### src/sv/acbs_pkg.sv
`timescale 1ns / 1ps
`default_nettype none
// ----------------------------------------------------------------------------
// acbs_pkg: shared types and constants of the buzzer sequencer
// widths, register indexes, reset values and the structs passed between modules
// ----------------------------------------------------------------------------
package acbs_pkg;

  localparam int unsigned TIME_W     = 32;
  localparam int unsigned FREQ_W     = 16;
  localparam int unsigned MS_W       = 16;
  localparam int unsigned DUR_W      = 24;
  localparam int unsigned CFG_IDX_W  = 3;
  localparam int unsigned CFG_DATA_W = 24;

  typedef enum logic [CFG_IDX_W-1:0] {
    REG_ALARM_DURATION = 3'd0,
    REG_BEEP_ON        = 3'd1,
    REG_BEEP_OFF       = 3'd2,
    REG_CLICK_LENGTH   = 3'd3,
    REG_CLICK_GAP      = 3'd4,
    REG_ALARM_TONE     = 3'd5,
    REG_CLICK_TONE     = 3'd6
  } cfg_reg_e;

  typedef enum logic {
    OP_UPDATE = 1'b0,
    OP_CLICK  = 1'b1
  } op_e;

  localparam logic [DUR_W-1:0]  RST_ALARM_DURATION = 24'd20000;
  localparam logic [MS_W-1:0]   RST_BEEP_ON        = 16'd400;
  localparam logic [MS_W-1:0]   RST_BEEP_OFF       = 16'd200;
  localparam logic [MS_W-1:0]   RST_CLICK_LENGTH   = 16'd18;
  localparam logic [MS_W-1:0]   RST_CLICK_GAP      = 16'd35;
  localparam logic [FREQ_W-1:0] RST_ALARM_TONE     = 16'd1000;
  localparam logic [FREQ_W-1:0] RST_CLICK_TONE     = 16'd1800;

  typedef struct packed {
    logic [DUR_W-1:0]  alarm_duration_ms;
    logic [MS_W-1:0]   beep_on_ms;
    logic [MS_W-1:0]   beep_off_ms;
    logic [MS_W-1:0]   click_length_ms;
    logic [MS_W-1:0]   click_gap_ms;
    logic [FREQ_W-1:0] alarm_tone_hz;
    logic [FREQ_W-1:0] click_tone_hz;
  } cfg_t;

  typedef struct packed {
    logic              op;
    logic [TIME_W-1:0] now_ms;
    logic              countdown_done;
  } item_t;

  typedef struct packed {
    logic [FREQ_W-1:0] tone_hz;
    logic              alarm_running;
    logic              click_running;
    logic              request_taken;
  } result_t;

  typedef struct packed {
    logic              tone_on;
    logic [FREQ_W-1:0] current_tone;
    logic              alarm_active;
    logic [TIME_W-1:0] alarm_start_time;
    logic [TIME_W-1:0] phase_start_time;
    logic              click_active;
    logic [TIME_W-1:0] click_start_time;
    logic [TIME_W-1:0] last_click_time;
    logic              previous_done;
  } seq_state_t;

endpackage
`default_nettype wire

### src/sv/acbs_in_if.sv
`timescale 1ns / 1ps
`default_nettype none
// ----------------------------------------------------------------------------
// acbs_in_if: input channel of the buzzer sequencer
// valid/ready handshake carrying one update or click beat
// ----------------------------------------------------------------------------
interface acbs_in_if;
  logic                      valid;
  logic                      ready;
  logic                      op;
  logic [acbs_pkg::TIME_W-1:0] now_ms;
  logic                      countdown_done;

  modport source (output valid, output op, output now_ms, output countdown_done,
                  input ready);
  modport sink (input valid, input op, input now_ms, input countdown_done,
                output ready);
endinterface
`default_nettype wire

### src/sv/acbs_out_if.sv
`timescale 1ns / 1ps
`default_nettype none
// ----------------------------------------------------------------------------
// acbs_out_if: result channel of the buzzer sequencer
// valid/ready handshake carrying one result beat
// ----------------------------------------------------------------------------
interface acbs_out_if;
  logic                        valid;
  logic                        ready;
  logic [acbs_pkg::FREQ_W-1:0] tone_hz;
  logic                        alarm_running;
  logic                        click_running;
  logic                        request_taken;

  modport source (output valid, output tone_hz, output alarm_running,
                  output click_running, output request_taken, input ready);
  modport sink (input valid, input tone_hz, input alarm_running,
                input click_running, input request_taken, output ready);
endinterface
`default_nettype wire

### src/sv/alarm_and_click_buzzer_sequencer_core.sv
`timescale 1ns / 1ps
`default_nettype none
// ----------------------------------------------------------------------------
// alarm_and_click_buzzer_sequencer_core: buzzer tone sequencer top level
// input register, one-pass sequencing logic and a result register
// ----------------------------------------------------------------------------
// an accepted input beat passes through the input register and the result register, in that order
// throughput: one beat per cycle while the result channel is not stalled, set by the state update loop
// while a result beat waits, the input register still takes one more beat
// reset: asynchronous, active low; state cleared, registers back to defaults,
// both channels empty
module alarm_and_click_buzzer_sequencer_core (
  input  logic                            clk_i,
  input  logic                            rst_ni,
  input  logic                            cfg_we_i,
  input  logic [acbs_pkg::CFG_IDX_W-1:0]  cfg_idx_i,
  input  logic [acbs_pkg::CFG_DATA_W-1:0] cfg_wdata_i,
  acbs_in_if.sink                         in_if,
  acbs_out_if.source                      out_if
);
  import acbs_pkg::*;

  cfg_t    cfg;
  item_t   in_item;
  item_t   s1_item_q;
  logic    s1_valid_q;
  logic    out_valid_q;
  result_t out_res_q;
  result_t seq_res;
  logic    out_free;
  logic    advance;
  logic    in_take;

  // timing and tone registers
  acbs_cfg_regs u_cfg (
    .clk_i       (clk_i),
    .rst_ni      (rst_ni),
    .cfg_we_i    (cfg_we_i),
    .cfg_idx_i   (cfg_idx_i),
    .cfg_wdata_i (cfg_wdata_i),
    .cfg_o       (cfg)
  );

  // result register empties or drains this cycle
  assign out_free = !out_valid_q || out_if.ready;
  // input register hands its beat to the sequencer
  assign advance  = s1_valid_q && out_free;
  // input register has room for a new beat
  assign in_if.ready = !s1_valid_q || advance;
  assign in_take     = in_if.valid && in_if.ready;

  assign in_item.op             = in_if.op;
  assign in_item.now_ms         = in_if.now_ms;
  assign in_item.countdown_done = in_if.countdown_done;

  // state update happens exactly when the beat moves into the result register
  acbs_seq u_seq (
    .clk_i    (clk_i),
    .rst_ni   (rst_ni),
    .step_i   (advance),
    .item_i   (s1_item_q),
    .cfg_i    (cfg),
    .result_o (seq_res)
  );

  // valid flags
  always_ff @(posedge clk_i or negedge rst_ni) begin
    if (!rst_ni) begin
      s1_valid_q  <= 1'b0;
      out_valid_q <= 1'b0;
    end else begin
      if (in_if.ready) begin
        s1_valid_q <= in_take;
      end
      if (out_free) begin
        out_valid_q <= advance;
      end
    end
  end

  // payload registers, no reset needed
  always_ff @(posedge clk_i) begin
    if (in_take) begin
      s1_item_q <= in_item;
    end
    if (advance) begin
      out_res_q <= seq_res;
    end
  end

  assign out_if.valid         = out_valid_q;
  assign out_if.tone_hz       = out_res_q.tone_hz;
  assign out_if.alarm_running = out_res_q.alarm_running;
  assign out_if.click_running = out_res_q.click_running;
  assign out_if.request_taken = out_res_q.request_taken;

endmodule
`default_nettype wire

### src/sv/acbs_cfg_regs.sv
`timescale 1ns / 1ps
`default_nettype none
// ----------------------------------------------------------------------------
// acbs_cfg_regs: configuration register file
// seven write-only timing and tone registers, unknown indexes are dropped
// ----------------------------------------------------------------------------
module acbs_cfg_regs (
  input  logic                                clk_i,
  input  logic                                rst_ni,
  input  logic                                cfg_we_i,
  input  logic [acbs_pkg::CFG_IDX_W-1:0]      cfg_idx_i,
  input  logic [acbs_pkg::CFG_DATA_W-1:0]     cfg_wdata_i,
  output acbs_pkg::cfg_t                      cfg_o
);
  import acbs_pkg::*;

  cfg_t cfg_q, cfg_d;

  always_comb begin
    cfg_d = cfg_q;
    if (cfg_we_i) begin
      case (cfg_reg_e'(cfg_idx_i))
        REG_ALARM_DURATION: cfg_d.alarm_duration_ms = cfg_wdata_i[DUR_W-1:0];
        REG_BEEP_ON:        cfg_d.beep_on_ms        = cfg_wdata_i[MS_W-1:0];
        REG_BEEP_OFF:       cfg_d.beep_off_ms       = cfg_wdata_i[MS_W-1:0];
        REG_CLICK_LENGTH:   cfg_d.click_length_ms   = cfg_wdata_i[MS_W-1:0];
        REG_CLICK_GAP:      cfg_d.click_gap_ms      = cfg_wdata_i[MS_W-1:0];
        REG_ALARM_TONE:     cfg_d.alarm_tone_hz     = cfg_wdata_i[FREQ_W-1:0];
        REG_CLICK_TONE:     cfg_d.click_tone_hz     = cfg_wdata_i[FREQ_W-1:0];
        default:            cfg_d = cfg_q;
      endcase
    end
  end

  always_ff @(posedge clk_i or negedge rst_ni) begin
    if (!rst_ni) begin
      cfg_q.alarm_duration_ms <= RST_ALARM_DURATION;
      cfg_q.beep_on_ms        <= RST_BEEP_ON;
      cfg_q.beep_off_ms       <= RST_BEEP_OFF;
      cfg_q.click_length_ms   <= RST_CLICK_LENGTH;
      cfg_q.click_gap_ms      <= RST_CLICK_GAP;
      cfg_q.alarm_tone_hz     <= RST_ALARM_TONE;
      cfg_q.click_tone_hz     <= RST_CLICK_TONE;
    end else begin
      cfg_q <= cfg_d;
    end
  end

  assign cfg_o = cfg_q;

endmodule
`default_nettype wire

### src/sv/acbs_seq.sv
`timescale 1ns / 1ps
`default_nettype none
// ----------------------------------------------------------------------------
// acbs_seq: alarm and click sequencing state
// holds the sequencer state and works out one beat's update in one pass
// ----------------------------------------------------------------------------
module acbs_seq (
  input  logic                clk_i,
  input  logic                rst_ni,
  input  logic                step_i,
  input  acbs_pkg::item_t     item_i,
  input  acbs_pkg::cfg_t      cfg_i,
  output acbs_pkg::result_t   result_o
);
  import acbs_pkg::*;

  seq_state_t state_q, state_d;
  logic       taken;

  always_comb begin
    logic [TIME_W-1:0] now;
    logic              done;
    logic [MS_W-1:0]   phase_len;
    now       = item_i.now_ms;
    done      = item_i.countdown_done;
    phase_len = '0;
    state_d   = state_q;
    taken     = 1'b0;

    if (op_e'(item_i.op) == OP_CLICK) begin
      // refused during alarm, while done, or inside the gap
      if (!state_q.alarm_active && !done &&
          (now - state_q.last_click_time) >= TIME_W'(cfg_i.click_gap_ms)) begin
        taken                    = 1'b1;
        state_d.last_click_time  = now;
        state_d.click_start_time = now;
        state_d.click_active     = 1'b1;
        state_d.current_tone     = cfg_i.click_tone_hz;
        state_d.tone_on          = (cfg_i.click_tone_hz != '0);
      end
    end else begin
      // rising done flag starts the alarm
      if (done && !state_q.previous_done) begin
        state_d.click_active     = 1'b0;
        state_d.alarm_active     = 1'b1;
        state_d.alarm_start_time = now;
        state_d.phase_start_time = now;
        if (!state_d.tone_on) begin
          state_d.current_tone = cfg_i.alarm_tone_hz;
          state_d.tone_on      = 1'b1;
        end
      end
      state_d.previous_done = done;

      // flag dropped: stop the alarm
      if (!done && state_d.alarm_active) begin
        state_d.alarm_active     = 1'b0;
        state_d.alarm_start_time = '0;
        state_d.phase_start_time = '0;
        if (state_d.tone_on) begin
          state_d.current_tone = '0;
          state_d.tone_on      = 1'b0;
        end
      end

      if (state_d.alarm_active) begin
        if ((now - state_d.alarm_start_time) >= TIME_W'(cfg_i.alarm_duration_ms)) begin
          state_d.alarm_active     = 1'b0;
          state_d.alarm_start_time = '0;
          state_d.phase_start_time = '0;
          if (state_d.tone_on) begin
            state_d.current_tone = '0;
            state_d.tone_on      = 1'b0;
          end
        end else begin
          phase_len = state_d.tone_on ? cfg_i.beep_on_ms : cfg_i.beep_off_ms;
          if ((now - state_d.phase_start_time) >= TIME_W'(phase_len)) begin
            state_d.phase_start_time = now;
            state_d.current_tone     = state_d.tone_on ? '0 : cfg_i.alarm_tone_hz;
            state_d.tone_on          = !state_d.tone_on;
          end
        end
      end else if (state_d.click_active &&
                   (now - state_d.click_start_time) >= TIME_W'(cfg_i.click_length_ms)) begin
        state_d.click_active = 1'b0;
        if (state_d.tone_on) begin
          state_d.current_tone = '0;
          state_d.tone_on      = 1'b0;
        end
      end
    end
  end

  always_ff @(posedge clk_i or negedge rst_ni) begin
    if (!rst_ni) begin
      state_q <= '0;
    end else if (step_i) begin
      state_q <= state_d;
    end
  end

  assign result_o.tone_hz       = state_d.current_tone;
  assign result_o.alarm_running = state_d.alarm_active;
  assign result_o.click_running = state_d.click_active;
  assign result_o.request_taken = taken;

endmodule
`default_nettype wire

### src/flat_wrapper.sv
// flat-port wrapper written by rule: the top's interface ports become plain ports
module alarm_and_click_buzzer_sequencer_core_flat import acbs_pkg::*;
  (clk_i, rst_ni, cfg_we_i, cfg_idx_i, cfg_wdata_i, in_if_valid, in_if_op, in_if_now_ms, in_if_countdown_done, in_if_ready, out_if_valid, out_if_tone_hz, out_if_alarm_running, out_if_click_running, out_if_request_taken, out_if_ready);
  acbs_in_if in_if_i ();
  acbs_out_if out_if_i ();
  input  logic clk_i;
  input  logic rst_ni;
  input  logic cfg_we_i;
  input  logic [acbs_pkg::CFG_IDX_W-1:0] cfg_idx_i;
  input  logic [acbs_pkg::CFG_DATA_W-1:0] cfg_wdata_i;
  input wire logic [$bits(in_if_i.valid)-1:0] in_if_valid;
  input wire logic [$bits(in_if_i.op)-1:0] in_if_op;
  input wire logic [$bits(in_if_i.now_ms)-1:0] in_if_now_ms;
  input wire logic [$bits(in_if_i.countdown_done)-1:0] in_if_countdown_done;
  output wire logic [$bits(in_if_i.ready)-1:0] in_if_ready;
  output wire logic [$bits(out_if_i.valid)-1:0] out_if_valid;
  output wire logic [$bits(out_if_i.tone_hz)-1:0] out_if_tone_hz;
  output wire logic [$bits(out_if_i.alarm_running)-1:0] out_if_alarm_running;
  output wire logic [$bits(out_if_i.click_running)-1:0] out_if_click_running;
  output wire logic [$bits(out_if_i.request_taken)-1:0] out_if_request_taken;
  input wire logic [$bits(out_if_i.ready)-1:0] out_if_ready;
  assign in_if_i.valid = in_if_valid;
  assign in_if_i.op = in_if_op;
  assign in_if_i.now_ms = in_if_now_ms;
  assign in_if_i.countdown_done = in_if_countdown_done;
  assign in_if_ready = in_if_i.ready;
  assign out_if_valid = out_if_i.valid;
  assign out_if_tone_hz = out_if_i.tone_hz;
  assign out_if_alarm_running = out_if_i.alarm_running;
  assign out_if_click_running = out_if_i.click_running;
  assign out_if_request_taken = out_if_i.request_taken;
  assign out_if_i.ready = out_if_ready;
  alarm_and_click_buzzer_sequencer_core u_core (.clk_i(clk_i), .rst_ni(rst_ni), .cfg_we_i(cfg_we_i), .cfg_idx_i(cfg_idx_i), .cfg_wdata_i(cfg_wdata_i), .in_if(in_if_i), .out_if(out_if_i));
endmodule
### config.mk
export PLATFORM = sky130hd
export DESIGN_NAME = alarm_and_click_buzzer_sequencer_core_flat
export DESIGN_NICKNAME = d
export VERILOG_FILES = /design/src/sv/acbs_pkg.sv /design/src/sv/acbs_in_if.sv /design/src/sv/acbs_out_if.sv /design/src/sv/alarm_and_click_buzzer_sequencer_core.sv /design/src/sv/acbs_cfg_regs.sv /design/src/sv/acbs_seq.sv /design/src/flat_wrapper.sv
export SDC_FILE = /design/constraint.sdc
export NUM_CORES = 1
export LEC_CHECK = 0
export BUFFER_PORTS_ARGS = -buffer_cell sky130_fd_sc_hd__buf_4
export CORE_AREA = 5 5 191 193
export DETAILED_ROUTE_END_ITERATION = 8
export DIE_AREA = 0 0 196 198
export GPL_TIMING_DRIVEN = 1
export PLACE_DENSITY_LB_ADDON = 0.25
export SETUP_SLACK_MARGIN = 0.5
export SLEW_MARGIN = 15
export SYNTH_ARGS = -nofsm -noshare
export SYNTH_HDL_FRONTEND = slang
export SYNTH_SLANG_ARGS = --single-unit
### constraint.sdc
create_clock -name clk_i -period 7.6 [get_ports clk_i]
set_input_delay 1.14 -clock clk_i [delete_from_list [all_inputs] [get_ports clk_i]]
set_output_delay 1.14 -clock clk_i [all_outputs]
set_load 0.01 [all_outputs]
==> results_dict.tcl <==
set metrics [dict create \
    outcome "finished clean" \
    routed_wl_microns 57300 \
    core-area_sq_um 34400 \
    wl_per_cell_microns 20.5 \
    ys_top_cells_by_area "dfrtp_1 26%, ha_1 10%, edfxtp_1 7.8%" \
    fin_crit_sh_pct 87.6 \
    synth_top_family_by_area "compound AO/OA/AOI/OAI gates" \
    root_buffer "clkbuf_16" \
    hold_buffers 0 \
    fmax_mhz 150 \
    cts_buffers 35 \
    drt_iter0_drc 1327 \
    grt_pass1_wl_microns 91800 \
    arrival_ps 7140 \
    total_power_mw 6.73 \
    period_needed_ps 6660 \
    drtAntennaViolNets 0 \
    maxCapViolCount 0 \
    use_met3_pct 5.70 \
    drc 0 \
    fin_ws_ps 944 \
    setup_tns_ps 0 \
    cts_sinks 291 \
    synthAdderAreaFrac_pct 10.5 \
    setup_viol 0 \
    path_class "flip-flop to flip-flop" \
    vias 17500 \
    grt_util_met1_pct 38.0 \
    nets 2556 \
    layout_common_cells "392 x nand2_1, 212 x dfrtp_1, 166 x ha_1" \
    skew_ps 31.2 \
    io_pins 87 \
    synthArstFlopShare_pct 81.8 \
    start_util_pct 59.3 \
    nFillCells 2833 \
    clkLatencyLatePin_ps 550 \
    place.gp.congestion 0.915 \
    final_common_cell "nand2_1" \
    synth_warnings 0 \
    tightest_slew_ps 1160 \
    grt_pass1_vias 17200 \
    synth_top_area_cell "dfrtp_1" \
    grt_overflow 0 \
    synth_ff_type "dfrtp_1" \
    slew_headroom_pct 22.2 \
    dieWidth_microns 196 \
    busiest_layer "met2" \
    numPortBuffers 86 \
    power_density_nw_per_um2 297 \
    grt_max_degree 102 \
    globalRouteTotalUtil_pct 29.3 \
    synth_edf_count 53 \
    ir_drop_mv 0.199 \
    min_path_type "flip-flop to flip-flop" \
    start_kind "flip-flop" \
    synth-seq-area-share_pct 37.2 \
    htreeDepth 2 \
    syn_area_sq_um 20400 \
    synthCells 2274 \
    synth.distinct_cells 87 \
    crit_path_top_delay_cell "nor4_1" \
    avgViaCountPerCell 6.24 \
    die_y_microns 198 \
    yosys.area_share.simple_pct 16.4 \
    use_met2_pct 48.1 \
    rows 68 \
    clk_path_buf_depth 3 \
    die_area_sq_um 38800 \
    drtPass1Iterations 5 \
    maxSlewViolCount 0 \
    setup.worst_path.end_class "flip-flop" \
    clk_pin_slew_ps 60 \
    drive_above_1_share_pct 15.6 \
    synthesis.nets 2509 \
    required_ps 8080 \
    final_util_pct 66.0 \
    postLayoutCellArea_sq_um 22700 \
    areaGrowthSynthToFinish_pct 11.3 \
    dp_slack_ps 451 \
    hold_viol 0 \
    synth-seq-cells 291 \
    rsz0062_at_grt "false" \
    avgSynthCellArea_sq_um 8.96 \
    diodes 0 \
    dp_hpwl_microns 42500 \
    timing.critical_path.buf_inv 2 \
    dpl_cell_area_sq_um 21400 \
    crit_path_max_fanout 35 \
    synthMuxAreaShare_pct 8.54 \
    cp_top_family "simple AND/OR/NAND/NOR gates" \
    synth_compound_area_share_pct 20.2 \
    max_stage_delay_ps 730 \
    leakagePower_nw 9.98 \
    antenna_found_initial 0 \
    path_common_cell "a21oi_1" \
    synth_top_cell_area_share_pct 26.0 \
    cts_tree "done" \
    synth-xor-area-share_pct 2.71 \
]
==> cell families (layout without fill, tap and decap cells) <==
| logic type | after synthesis | in the layout |
|---|---|---|
| and+or+nand+nor | 743 | 744 |
| muxes | 159 | 159 |
| DFF | 291 | 291 |
| buffers and inverters | 226 | 298 |
| adders and majority gates | 169 | 169 |
| xor gates and xnor gates | 63 | 63 |
| AOI/OAI and AO/OA | 623 | 623 |
==> sequential cells by signal (all words and copies together), names as in the netlist <==
name	count
u_core.out_if.click_running	1
u_core.u_cfg.cfg_o	120
u_core.s1_item_q	34
u_core.out_if.alarm_running	1
u_core.out_if.tone_hz	16
u_core.out_if.request_taken	1
u_core.s1_valid_q	1
u_core.u_seq.state_q	116
u_core.out_if.valid	1
==> worst paths after layout <==
path                                                            start                                     to  slack [ps]  cells after the start
worst max-delay path              u_core.u_seq.state_q[0]$_DFFE_PN0P_  u_core.u_seq.state_q[136]$_DFFE_PN0P_         940                     25
worst min-delay path            u_core.u_seq.state_q[125]$_DFFE_PN0P_  u_core.u_seq.state_q[125]$_DFFE_PN0P_         480                      2
worst max register to register    u_core.u_seq.state_q[0]$_DFFE_PN0P_  u_core.u_seq.state_q[136]$_DFFE_PN0P_         940                     25
worst min register to register  u_core.u_seq.state_q[125]$_DFFE_PN0P_  u_core.u_seq.state_q[125]$_DFFE_PN0P_         480                      2
max in group asynchronous                                      rst_ni    u_core.u_cfg.cfg_o[109]$_DFFE_PN0P_        5520                      2
min in group asynchronous                                      rst_ni     u_core.u_cfg.cfg_o[40]$_DFFE_PN0P_         630                      1
==> stage by stage <==
step                instances  hold slack, ps
floorplan                2274             448
global placement         2732             460
detailed placement       2732             468
CTS                      2795             482
global route             2802             503
finish                   2802             480
==> timing repair <==
| action | 4_1_cts | 5_1_grt |
|---|---|---|
| setup buffers | 0 | 6 |
| setup endpoints to repair | 31 | 66 |
| gates resized for setup | 2 | 13 |
| gates cloned | 0 | 1 |
| endpoints found under the hold margin | 0 | 0 |
==> power by group <==
part / leakage, nW / internal (mW) / switching (mW)
sequential: 3.45 / 1.93 / 0.210
clock: 0.556 / 0.999 / 0.690
combinational: 5.97 / 1.23 / 1.67
==> cells in the mapped netlist (11+ instances only) <==
cell and n:
clkbuf_1 93, a31oi_1 11, mux2i_1 41, nand2_1 394, nor2_1 133, mux2_2 118, nand3_1 25, ha_1 166
a21o_1 81, edfxtp_1 53, xnor2_1 31, dfstp_2 26, o211ai_1 19, o31ai_1 34, xor2_1 32, nor4_1 15
o21a_1 26, dfrtp_1 212, buf_2 11, inv_1 111, nor3_1 30, nand4_1 50, a221o_1 31, or3_1 11
o21ai_0 153, nand2b_1 20, a21oi_1 154, a211oi_1 12
==> per-layer routing <==
| metal | vias to the layer above | wire length, microns |
|---|---|---|
| met5 | - | 0 |
| met4 | 0 | 2780 |
| met3 | 136 | 3730 |
| met2 | 598 | 26700 |
| met1 | 8409 | 24100 |
| li1 | 8347 | - |
==> area by class of cell <==
type | instances | area, sq um | area share [%]
Multi-Input combinational cell | 1758 | 12000 | 53.0
Sequential cell | 291 | 7580 | 33.4
Clock buffer | 47 | 961 | 4.24
Timing Repair Buffer | 124 | 946 | 4.17
Tap cell | 455 | 569 | 2.51
Inverter | 111 | 417 | 1.84
Clock inverter | 16 | 181 | 0.800
==> worst reg2reg max path: stages, from the launching register on <==
cell       delay [ps]
dfrtp_1           490
inv_1             180
nand2_8           230
buf_6             320
nand2_1           100
nand2_1            70
nand2_1            90
ha_1              460
and4_1            310
nor3b_1           370
a21oi_1           160
o21ai_1           280
a21oi_1           130
xnor2_1           150
ha_1              190
a21o_1            150
a21oi_1           140
nor2b_1            60
a2111oi_0         370
o21ai_0           150
a21oi_1           150
nand4_1           210
or3_1             440
nor4_1            730
a32o_4            430
a221o_1           200
Power figures use the tool's default switching activity.
